$ cat src/hw/rtl/clt_pkg.sv
`timescale 1ns / 1ps
// Shared constants, types and helper functions of the command latency tracker.
// Depends on nothing; every other file of the block but clt_ram uses it by scoped names.
package clt_pkg;

    localparam int PEND_DEPTH = 64;
    localparam int WIN_DEPTH  = 64;
    localparam int TIME_W     = 32;

    localparam int ACT_W      = 2;
    localparam int SEQ_W      = 16;
    localparam int AGE_W      = 32;
    localparam int LEN_W      = 7;
    localparam int OUT_W      = 32;
    localparam int CFG_IDX_W  = 1;
    localparam int CFG_DATA_W = 32;

    localparam int PEND_AW = (PEND_DEPTH > 1) ? $clog2(PEND_DEPTH) : 1;
    localparam int PEND_CW = $clog2(PEND_DEPTH + 1);
    localparam int WIN_AW  = (WIN_DEPTH > 1) ? $clog2(WIN_DEPTH) : 1;
    localparam int WIN_CW  = $clog2(WIN_DEPTH + 1);
    localparam int WIN_IW  = WIN_CW + 1;
    localparam int SUM_W   = TIME_W + WIN_CW;
    localparam int DIV_CW  = $clog2(SUM_W + 1);
    localparam int PEND_W  = SEQ_W + TIME_W;

    localparam logic [ACT_W-1:0] ACT_SEND  = 2'd0;
    localparam logic [ACT_W-1:0] ACT_ECHO  = 2'd1;
    localparam logic [ACT_W-1:0] ACT_CLEAR = 2'd2;

    localparam logic [CFG_IDX_W-1:0] CFG_MAX_AGE = 1'd0;
    localparam logic [CFG_IDX_W-1:0] CFG_WIN_LEN = 1'd1;

    localparam logic [AGE_W-1:0] MAX_AGE_RESET = 32'd100000;
    localparam logic [LEN_W-1:0] WIN_LEN_RESET = 7'd64;

    typedef struct packed {
        logic load;
        logic scan_run;
        logic scan_commit;
        logic shift_init;
        logic append;
        logic ev_rd;
        logic ev_sub;
        logic push_wr;
        logic clear;
        logic st_init;
        logic div_run;
        logic cand_rd;
        logic cand_ld;
        logic sweep_run;
        logic rank_next;
        logic out_load;
    } t_ctl_cmd;

    typedef struct packed {
        logic [ACT_W-1:0] action;
        logic             scan_done;
        logic             scan_full;
        logic             found;
        logic             ev_need;
        logic             win_empty;
        logic             div_done;
        logic             sweep_done;
        logic             rank_hit;
        logic             out_free;
    } t_ctl_sts;

    // Position of the 95th percentile, floor(95*n/100), by a reciprocal multiply.
    function automatic logic [WIN_CW-1:0] rank_of(input logic [WIN_CW-1:0] cnt);
        logic [31:0]       prod;
        logic [47:0]       scaled;
        logic [WIN_CW-1:0] r;
        prod   = 32'(cnt) * 32'd95;
        scaled = 48'(prod) * 48'd5243;
        r      = WIN_CW'(scaled >> 19);
        if (r >= cnt && cnt != '0) begin
            r = cnt - WIN_CW'(1);
        end
        return r;
    endfunction

    // Circular index of the k-th sample after the head.
    function automatic logic [WIN_AW-1:0] win_index(input logic [WIN_AW-1:0] head,
                                                    input logic [WIN_CW-1:0] k);
        logic [WIN_IW-1:0] s;
        s = WIN_IW'(head) + WIN_IW'(k);
        if (s >= WIN_IW'(WIN_DEPTH)) begin
            s = s - WIN_IW'(WIN_DEPTH);
        end
        return s[WIN_AW-1:0];
    endfunction

endpackage

$ cat src/hw/rtl/clt_ctrl.sv
`timescale 1ns / 1ps
// Sequencer of the latency tracker: walks one item through table sweep, window
// update, division and percentile ranking. Depends on clt_pkg.
module clt_ctrl (
    input  logic              i_clk,
    input  logic              i_rst_n,
    input  logic              i_in_valid,
    output logic              o_in_ready,
    input  clt_pkg::t_ctl_sts i_sts,
    output clt_pkg::t_ctl_cmd o_cmd
);
    typedef enum logic [4:0] {
        S_IDLE, S_DECODE, S_SCAN, S_SHIFT, S_APPEND, S_PUSH_CHK, S_EV_RD, S_EV_SUB,
        S_PUSH_WR, S_CLEAR, S_ST_INIT, S_DIV, S_RK_CAND, S_RK_CWAIT,
        S_RK_SWEEP, S_RK_CHECK, S_FINISH
    } t_state;

    t_state r_state;
    t_state n_state;

    always_comb begin
        n_state    = r_state;
        o_cmd      = '0;
        o_in_ready = 1'b0;
        case (r_state)
            S_IDLE: begin
                o_in_ready = 1'b1;
                if (i_in_valid) begin
                    o_cmd.load = 1'b1;
                    n_state = S_DECODE;
                end
            end
            // The action is taken from the registered copy of the accepted item.
            S_DECODE: begin
                if (i_sts.action == clt_pkg::ACT_SEND ||
                    i_sts.action == clt_pkg::ACT_ECHO) begin
                    n_state = S_SCAN;
                end else if (i_sts.action == clt_pkg::ACT_CLEAR) begin
                    n_state = S_CLEAR;
                end else begin
                    n_state = S_ST_INIT;
                end
            end
            S_SCAN: begin
                o_cmd.scan_run = 1'b1;
                if (i_sts.scan_done) begin
                    o_cmd.scan_commit = 1'b1;
                    if (i_sts.action == clt_pkg::ACT_SEND) begin
                        if (i_sts.scan_full) begin
                            o_cmd.shift_init = 1'b1;
                            n_state = S_SHIFT;
                        end else begin
                            n_state = S_APPEND;
                        end
                    end else if (i_sts.found) begin
                        n_state = S_PUSH_CHK;
                    end else begin
                        n_state = S_ST_INIT;
                    end
                end
            end
            S_SHIFT: begin
                o_cmd.scan_run = 1'b1;
                if (i_sts.scan_done) begin
                    o_cmd.scan_commit = 1'b1;
                    n_state = S_APPEND;
                end
            end
            S_APPEND: begin
                o_cmd.append = 1'b1;
                n_state = S_ST_INIT;
            end
            S_PUSH_CHK: begin
                n_state = i_sts.ev_need ? S_EV_RD : S_PUSH_WR;
            end
            S_EV_RD: begin
                o_cmd.ev_rd = 1'b1;
                n_state = S_EV_SUB;
            end
            S_EV_SUB: begin
                o_cmd.ev_sub = 1'b1;
                n_state = S_PUSH_CHK;
            end
            S_PUSH_WR: begin
                o_cmd.push_wr = 1'b1;
                n_state = S_ST_INIT;
            end
            S_CLEAR: begin
                o_cmd.clear = 1'b1;
                n_state = S_ST_INIT;
            end
            S_ST_INIT: begin
                o_cmd.st_init = 1'b1;
                n_state = i_sts.win_empty ? S_FINISH : S_DIV;
            end
            S_DIV: begin
                if (i_sts.div_done) begin
                    n_state = S_RK_CAND;
                end else begin
                    o_cmd.div_run = 1'b1;
                end
            end
            S_RK_CAND: begin
                o_cmd.cand_rd = 1'b1;
                n_state = S_RK_CWAIT;
            end
            S_RK_CWAIT: begin
                o_cmd.cand_ld = 1'b1;
                n_state = S_RK_SWEEP;
            end
            S_RK_SWEEP: begin
                o_cmd.sweep_run = 1'b1;
                if (i_sts.sweep_done) begin
                    n_state = S_RK_CHECK;
                end
            end
            S_RK_CHECK: begin
                o_cmd.rank_next = 1'b1;
                n_state = i_sts.rank_hit ? S_FINISH : S_RK_CAND;
            end
            S_FINISH: begin
                if (i_sts.out_free) begin
                    o_cmd.out_load = 1'b1;
                    n_state = S_IDLE;
                end
            end
            default: begin
                n_state = S_IDLE;
            end
        endcase
    end

    always_ff @(posedge i_clk) begin
        if (!i_rst_n) begin
            r_state <= S_IDLE;
        end else begin
            r_state <= n_state;
        end
    end
endmodule

$ cat config.mk
export PLATFORM = sky130hd
export DESIGN_NAME = clt_ctrl
export DESIGN_NICKNAME = d
export VERILOG_FILES = /design/src/hw/rtl/clt_pkg.sv /design/src/hw/rtl/clt_ctrl.sv
export SDC_FILE = /design/constraint.sdc
export NUM_CORES = 1
export LEC_CHECK = 0
export BUFFER_PORTS_ARGS = -buffer_cell sky130_fd_sc_hd__buf_4
export CAP_MARGIN = 20
export CORE_MARGIN = 2
export CORE_UTILIZATION = 38
export DETAILED_ROUTE_END_ITERATION = 6
export PLACE_DENSITY_LB_ADDON = 0.3
export SYNTH_ARGS = -nofsm -noshare
export SYNTH_HDL_FRONTEND = slang
export SYNTH_SLANG_ARGS = --single-unit
$ cat constraint.sdc
create_clock -name i_clk -period 3.45 [get_ports i_clk]
set_input_delay 0.345 -clock i_clk [delete_from_list [all_inputs] [get_ports i_clk]]
set_output_delay 0.345 -clock i_clk [all_outputs]
set_load 0.05 [all_outputs]
Word level (Yosys, flattened, before mapping):

Index checks and enable logic that the tools add are counted.

* register bits: 5
* bits in latches: 0
* bits in writable memories: 0
* bits in read-only memories: 0
* memories kept: 0

* add/sub/neg operators: 0
* multiply operators: 0
* div/mod/pow operators: 0
* $lt $le $gt $ge: 0
* eq/ne operators: 24
* shifts and indexed selects: 0
* multiplexer cells: 38
* bitwise operators: 0
* reductions and logical operators: 5

Operators by type and width (number)
* 5-bit case mux with 15 select lines: 1
* 5-bit 2-to-1 mux: 9
* 5-bit by 4-bit equality test with 1-bit output, second input constant: 8
* 1-bit 2-to-1 mux: 21
* 5-bit by 3-bit equality test with 1-bit output, second input constant: 4
* 4-bit 2-to-1 mux: 3
* 2-bit != test, second input constant: 6
* 5-bit by 2-bit equality test with 1-bit output, second input constant: 2
* 6-bit AND reduction: 1
* 5-bit by 1-bit equality test with 1-bit output, second input constant: 1
* 5-bit equality test, second input constant: 1
* 5-bit zero test: 1
* 2-bit 2-to-1 mux: 2
* 2-bit case mux with 2 select lines: 1
* 3-bit 2-to-1 mux: 1
* 3-bit OR reduction: 1
* 2-bit by 1-bit equality test with 1-bit output, second input constant: 1
* 2-bit equality test, second input constant: 1
* 2-bit zero test: 1
* 1-bit logical OR: 1

Depth between registers and ports, before layout:

Gate-level depths: netlist of run 1.

* depth in word-level cells: 4
* gate-level depth with buffers: 6
* depth with buffers taken out: 5

Least setup slack after synthesis of run 1:

OpenSTA, ideal clock, no wires.

* path kind: register -> register
* from: register r_state[1]
* to: register r_state[4]
* setup time: 0.071 ns
* data arrival time: 2.208 ns
* path slack: 1.171 ns
* stages on the path, launching flop included: 6
* path buffers: 1
* clock period less this slack: 2.279 ns
* cell sequence: dfxtp_1 or2b_1 buf_4 nor3_1 a21oi_1 a21oi_1

* word-level cells in the longest chain between the ends: 3

Ends and longest elaborated chain
* from (decl): line clt_ctrl.sv:18 `t_state r_state;`
* from (signal assigned): line clt_ctrl.sv:137 `r_state <= n_state;`
* 5-bit by 4-bit equality test with 1-bit output (tied with other cells): line clt_ctrl.sv:25 `case (r_state)`
* 3-bit OR reduction (no line) or 2-bit != test (tied branches)
* 5-bit case mux with 15 select lines or 6-bit AND reduction (tied branches)

Several ways; a longest one is shown, not always the timed one.
A chain may end at the register's enable or synchronous reset.

==> key figures, run 1 <==
Run status
  • Status: completed

Power and ir drop
  • Peak VDD IR: 0.000388 V
  • P_sw: 376 uW
  • Share of power burned in the clock network: 10.5%
  • Sw frac: 56.3%
  • Combinational fraction of design power: 69.1%
  • Internal power: 293 uW
  • Total power: 669 uW
  • Power density cells: 716 mW/mm2
  • Reg power frac: 20.4%
  • Pleak: 0.394 nW

Global route
  • Largest net degree at the start of global routing: 20
  • First-pass GRT wire length: 3.06 mm
  • Initial antenna violation count: 0
  • Total track usage: 19.4%
  • Total grt overflow: 0
  • Vias in the first global route: 721

STA
  • Setup Skew: 6.06 ps
  • Pins Over Slew Limit: 0
  • Worst slew pin tran: 658 ps
  • Minimum clock period: 2300 ps
  • TNS Setup: 0 ps
  • Rel. slew slack: 56.1%
  • Final hold violations: 0
  • Final setup fails: 0
  • RSZ-0062 raised after global routing: no
  • Achievable Freq: 436 MHz
  • Period utilization: 66.5%

Drt
  • Final wirelength: 1.93 mm
  • Drt wl/cell: 13.1 um
  • DRT iter0 DRCs: 7
  • Routed Antenna Nets: 0
  • DRC Markers: 0
  • Via count of the routed design: 800
  • DR pass1 iterations: 4
  • Vias per cell: 5.44

Finish
  • Multi-input gate area: 537 um2
  • Antenna cells: 0
  • Largest reg by FF count: r_state
  • Layout area overhead: 32.2%
  • Commonest non-fill, non-tap cell in the layout: buf_4
  • FILL cells: 198
  • Layout cell share with drive strength beyond 1: 34.4%
  • Max FFs per register: 5
  • Top Registers: r_state (5)
  • Nets@finish: 137
  • Reg area: 100 um2
  • Commonest cells after routing, fill and taps aside: 30 x buf_4, 14 x nor2_1, 9 x nor3_1

CTS
  • Post-cts sizing count: 0
  • Clock Root Buffer: clkbuf_4
  • Cts hold-fix bufs: 0
  • CTS Buf Count: 3
  • CTS tree: done
  • Number of setup buffers added after CTS: 0
  • CTS Sinks: 5
  • Maximum buffer depth of the clock tree: 2
  • Clock transition at path regs: 40 ps
  • Worst-skew pair later-pin latency: 250 ps
  • H-tree Lvls: 1

Synthesis
  • Asr flop ratio synth: 0%
  • Top cell type's share of synthesized area: 14.2%
  • Avg Cell Area, Syn: 7.36 um2
  • Syn Inst Count: 96
  • Synth cell types: 42
  • Top post-synthesis cells by area: dfxtp_1 14%, nor2_1 7.4%, nor3_1 6.4%
  • Synth Warn #: 0
  • Sequential fraction of the synthesis area: 14.2%
  • Post-synthesis net count: 110
  • Post-synthesis register bit count: 5
  • Most common flop cell mapped by yosys: dfxtp_1
  • Cell type with the largest total area after synthesis: dfxtp_1
  • Post-Syn Area: 707 um2
  • EDFF count, synth: 0

Critical path
  • Crit path max fanout: 14
  • Largest stage delay on the critical path: 640 ps
  • Required time worst endpoint: 3110 ps
  • Sum of buffers and inverters on the critical path: 1
  • Crit path kind: reg2out
  • Critical Path Source Type: flop
  • Crit. End Element: output port
  • Crit path DAT: 1950 ps
  • Critical Path, Cell by Cell: or2b_1 -> nor3_2 -> and3_1 -> buf_4
  • Slowest stage cell, crit path: dfxtp_1
  • Top cell family by delay on the critical path: simple AND/OR/NAND/NOR gates

Placed design
  • DP HPWL: 1.49 mm
  • Port Buf Inserts: 30
  • Final Wtd Congestion: 0.885

Job
  • Max-cap violations: 0

Die
  • Die height: 47.1 um
  • Cell Rows: 15
  • Ports: 31
  • Starting Density: 40.5%
  • DIE AREA: 0.00222 mm2
  • Die width: 47.1 um
  • Floorplan Core Area: 0.00175 mm2

Hold path
  • Worst Hold Class: in2reg
## per-stage QoR
| stage | setup WS [ps] | std cells | util, % | hold slack (ps) | instance area (um2) |
|---|---|---|---|---|---|
| floorplan | 1170 | 96 | - | 462 | 707 |
| global placement | 1480 | 143 | 52.0 | 584 | 908 |
| detailed placement | 1430 | 143 | 52.0 | 595 | 908 |
| CTS | 1150 | 147 | 53.5 | 335 | 935 |
| global route | 1000 | 147 | 53.5 | 344 | 935 |
| finish | 1150 | 147 | 53.5 | 342 | 935 |
## final cells by class
| class | count | area share, % |
|---|---|---|
| Inverter | 4 | 1.61 |
| Timing Repair Buffer | 30 | 24.1 |
| Multi-Input combinational cell | 79 | 57.4 |
| Clock buffer | 4 | 2.81 |
| Sequential cell | 5 | 10.7 |
| Tap cell | 25 | 3.35 |
## layer usage
metal  up-vias  routed length, um  global-route usage, %
met2        37                887                   30.1
met4         0                 55                   7.78
li1        409                  -                      -
met3         6                114                   6.54
met5         -                  0                      0
met1       348                868                   24.7
## final timing paths
check	startpoint	endpoint	slack, ps	depth (start not counted)
setup / recovery	r_state[1]	o_cmd[12]	1150	4
hold / removal	i_rst_n	r_state[3]	340	2
setup reg to reg	r_state[4]	r_state[3]	1460	5
hold reg to reg	r_state[0]	r_state[0]	710	2
## power groups by stage
stage / Clock [mW] / Combinational (mW) / Sequential [mW]
6_report: 0.0704 / 0.462 / 0.137
5_1_grt: 0.0783 / 0.501 / 0.143
4_1_cts: 0.0740 / 0.463 / 0.136
3_5_place_dp: 0 / 0.460 / 0.138
3_3_place_gp: 0 / 0.460 / 0.133
2_1_floorplan: 0 / 0.417 / 0.0896
## kinds of logic (layout without fill, tap and decap cells)
group           count (synthesis)  count (layout)  synth area share, %
simple gates                   52              52                 42.3
compound gates                 26              26                 32.2
buf+inv                        12              38                 9.91
flops                           5               5                 14.2
mux                             1               1                 1.42
## Yosys cell counts, types with 2 or more instances
master and count:
nor2_1 14, nor3_1 9, a21oi_1 7, nand2_1 7
dfxtp_1 5, buf_4 4, inv_1 4, nand2b_1 3
nand3b_1 3, a21o_1 2, and3_1 2, buf_2 2
nor4_1 2, o21ai_0 2, o2bb2ai_1 2, or3_1 2
(Power assumes the default switching activity.)
==> inputs of run 2 (changes only) <==
- clock period: 3.45 -> 1.9 ns (I/O delays scaled with it)
==> run 2 against run 1 <==
  * Via count is 11% higher
  * Die area unchanged
  * Sequential cell count is the same
  * Critical endpoint is now o_cmd[15]
  * Worst setup slack lost 1100 ps
  * Clock power up 70%
  * Global-route usage increased by 4.8 points
  * Final area is 15% higher
  * Combinational power increased by 140%
  * Sequential power increased by 49%
  * Cell count rose by 7.5%
==> key figures, run 2 (synthesized netlist as in run 1, its figures left out) <==
Critical path
  • Crit path DAT: 1610 ps (-340 ps)
  • Required time worst endpoint: 1710 ps (-1400 ps)
  • Crit path max fanout: 8 (-6)
  • Crit. End Element: output port
  • Crit path kind: reg2out
  • Critical Path Source Type: flop

STA
  • Worst slew pin tran: 345 ps (-313 ps)
  • TNS Setup: 0 ps (unchanged)
  • Period utilization: 94.8%
  • Final setup fails: 0 (unchanged)
  • Setup Skew: 1.64 ps (-4.42 ps)
  • Minimum clock period: 1800 ps
  • Rel. slew slack: 77.0% (+21 points)
  • RSZ-0062 raised after global routing: no
  • WHS: 191 ps (-151 ps)
  • Setup slack after layout: 98.2 ps (-1060 ps)
  • Final hold violations: 0 (unchanged)
  • Achievable Freq: 555 MHz
  • Pins Over Slew Limit: 0 (unchanged)

Power and ir drop
  • Combinational fraction of design power: 77.7% (+8.6 points)
  • Peak VDD IR: 0.00104 V (+170%)
  • Reg power frac: 14.0% (-6.4 points)
  • Pleak: 0.452 nW (+15%)
  • Internal power: 679 uW (+130%)
  • P_sw: 772 uW (+110%)
  • Share of power burned in the clock network: 8.3% (-2.2 points)
  • Total power: 1.45 mW (+120%)
  • Sw frac: 53.2% (-3.0 points)
  • Power density cells: 1350 mW/mm2 (+88%)

CTS
  • Maximum buffer depth of the clock tree: 2 (unchanged)
  • Clock Root Buffer: clkbuf_4
  • Worst-skew pair later-pin latency: 240 ps (about the same)
  • Clock transition at path regs: 40 ps (about the same)
  • CTS Buf Count: 3 (unchanged)
  • CTS tree: done
  • H-tree Lvls: 1 (unchanged)
  • Cts hold-fix bufs: 0 (unchanged)
  • CTS Sinks: 5 (unchanged)

Global route
  • Initial antenna violation count: 0 (unchanged)
  • First-pass GRT wire length: 3.87 mm (+26%)
  • Vias in the first global route: 898 (+25%)
  • Largest net degree at the start of global routing: 12 (-40%)
  • Total grt overflow: 0 (unchanged)
  • Total track usage: 24.2% (+4.8 points)

Finish
  • Largest reg by FF count: r_state
  • Commonest non-fill, non-tap cell in the layout: buf_4
  • Layout cell share with drive strength beyond 1: 47.4% (+13 points)
  • Commonest cells after routing, fill and taps aside: 39 x buf_4, 13 x nor2_1, 7 x nand2_1, 7 x a21oi_1, 5 x nor3_2
  • Fin area: 0.00108 mm2 (+15%)
  • Max FFs per register: 5 (unchanged)
  • Top Registers: r_state (5)
  • Layout area overhead: 52.2%
  • Antenna cells: 0 (unchanged)
  • Nets@finish: 148 (+8.0%)

Hold path
  • Worst Hold Class: in2reg

Drt
  • Drt wl/cell: 14.8 um (+13%)
  • DRT iter0 DRCs: 34 (+27)
  • Via count of the routed design: 891 (+11%)
  • Routed Antenna Nets: 0 (unchanged)
  • Vias per cell: 5.64 (+3.6%)
  • Final wirelength: 2.35 mm (+22%)
  • DR pass1 iterations: 4 (unchanged)
  • DRC Markers: 0 (unchanged)

Die
  • Die width: 47.1 um (unchanged)
  • Starting Density: 40.5% (unchanged)
  • Floorplan Core Area: 0.00175 mm2 (unchanged)
  • DIE AREA: 0.00222 mm2 (unchanged)
  • Ports: 31 (unchanged)
  • Die height: 47.1 um (unchanged)
  • Cell Rows: 15 (unchanged)

Placed design
  • Port Buf Inserts: 30 (unchanged)
  • DP Area: 0.00102 mm2 (+12%)
  • DP Worst Slack: 162 ps (-1270 ps)
  • DP HPWL: 1.88 mm (+26%)
  • Final Wtd Congestion: 0.937 (+5.8%)

Job
  • Max-cap violations: 0 (unchanged)

Run status
  • Status: completed
==> run 2: per-layer routing <==
layer,GRT usage [%],up-vias,wire length (um)
li1,-,427,-
met1,29.7,412,980
met2,41.1,46,1160
met3,4.62,6,156
met4,10.6,0,51
met5,0,-,0
==> run 2: worst max-delay path, cell delays in order (launching register included) <==
cell and delay, ps:
dfxtp_1 390, buf_4 200, or3_4 420, nor3_2 140, buf_4 220
==> run 2: repair_timing <==
item,in CTS,in global routing
endpoints found under the setup margin,1,4
resized for setup,1,7
hold endpoints to repair,0,0
setup buffers,0,0
==> run 2: cell type report <==
class / count / area, um2
Clock buffer: 4 / 26.3
Fill cell: 162 / 669
Inverter: 4 / 15.0
Multi-Input combinational cell: 79 / 587
Sequential cell: 5 / 101
Tap cell: 25 / 31.3
Timing Repair Buffer: 41 / 315
==> run 2: power groups by stage <==
stage / combinational (mW) / sequential [mW] / clock, mW
after floorplan: 0.780 / 0.163 / 0
after global placement: 1.03 / 0.195 / 0
after detailed placement: 1.06 / 0.198 / 0
after CTS: 1.06 / 0.199 / 0.122
after global routing: 1.20 / 0.212 / 0.127
final: 1.13 / 0.204 / 0.120
==> run 2: final timing paths <==
path         startpoint         end  slack [ps]  cells past startpoint
max          r_state[0]   o_cmd[15]         100                      4
min             i_rst_n  r_state[3]         190                      2
max reg2reg  r_state[0]  r_state[2]         210                      6
min reg2reg  r_state[2]  r_state[1]         690                      3
==> run 2: metrics by stage <==
stage          util (%)  cells
6_report           61.6    158
3_3_place_gp       58.4    154
3_5_place_dp       58.4    154
2_1_floorplan         -     96
5_1_grt            61.6    158
4_1_cts            59.9    158
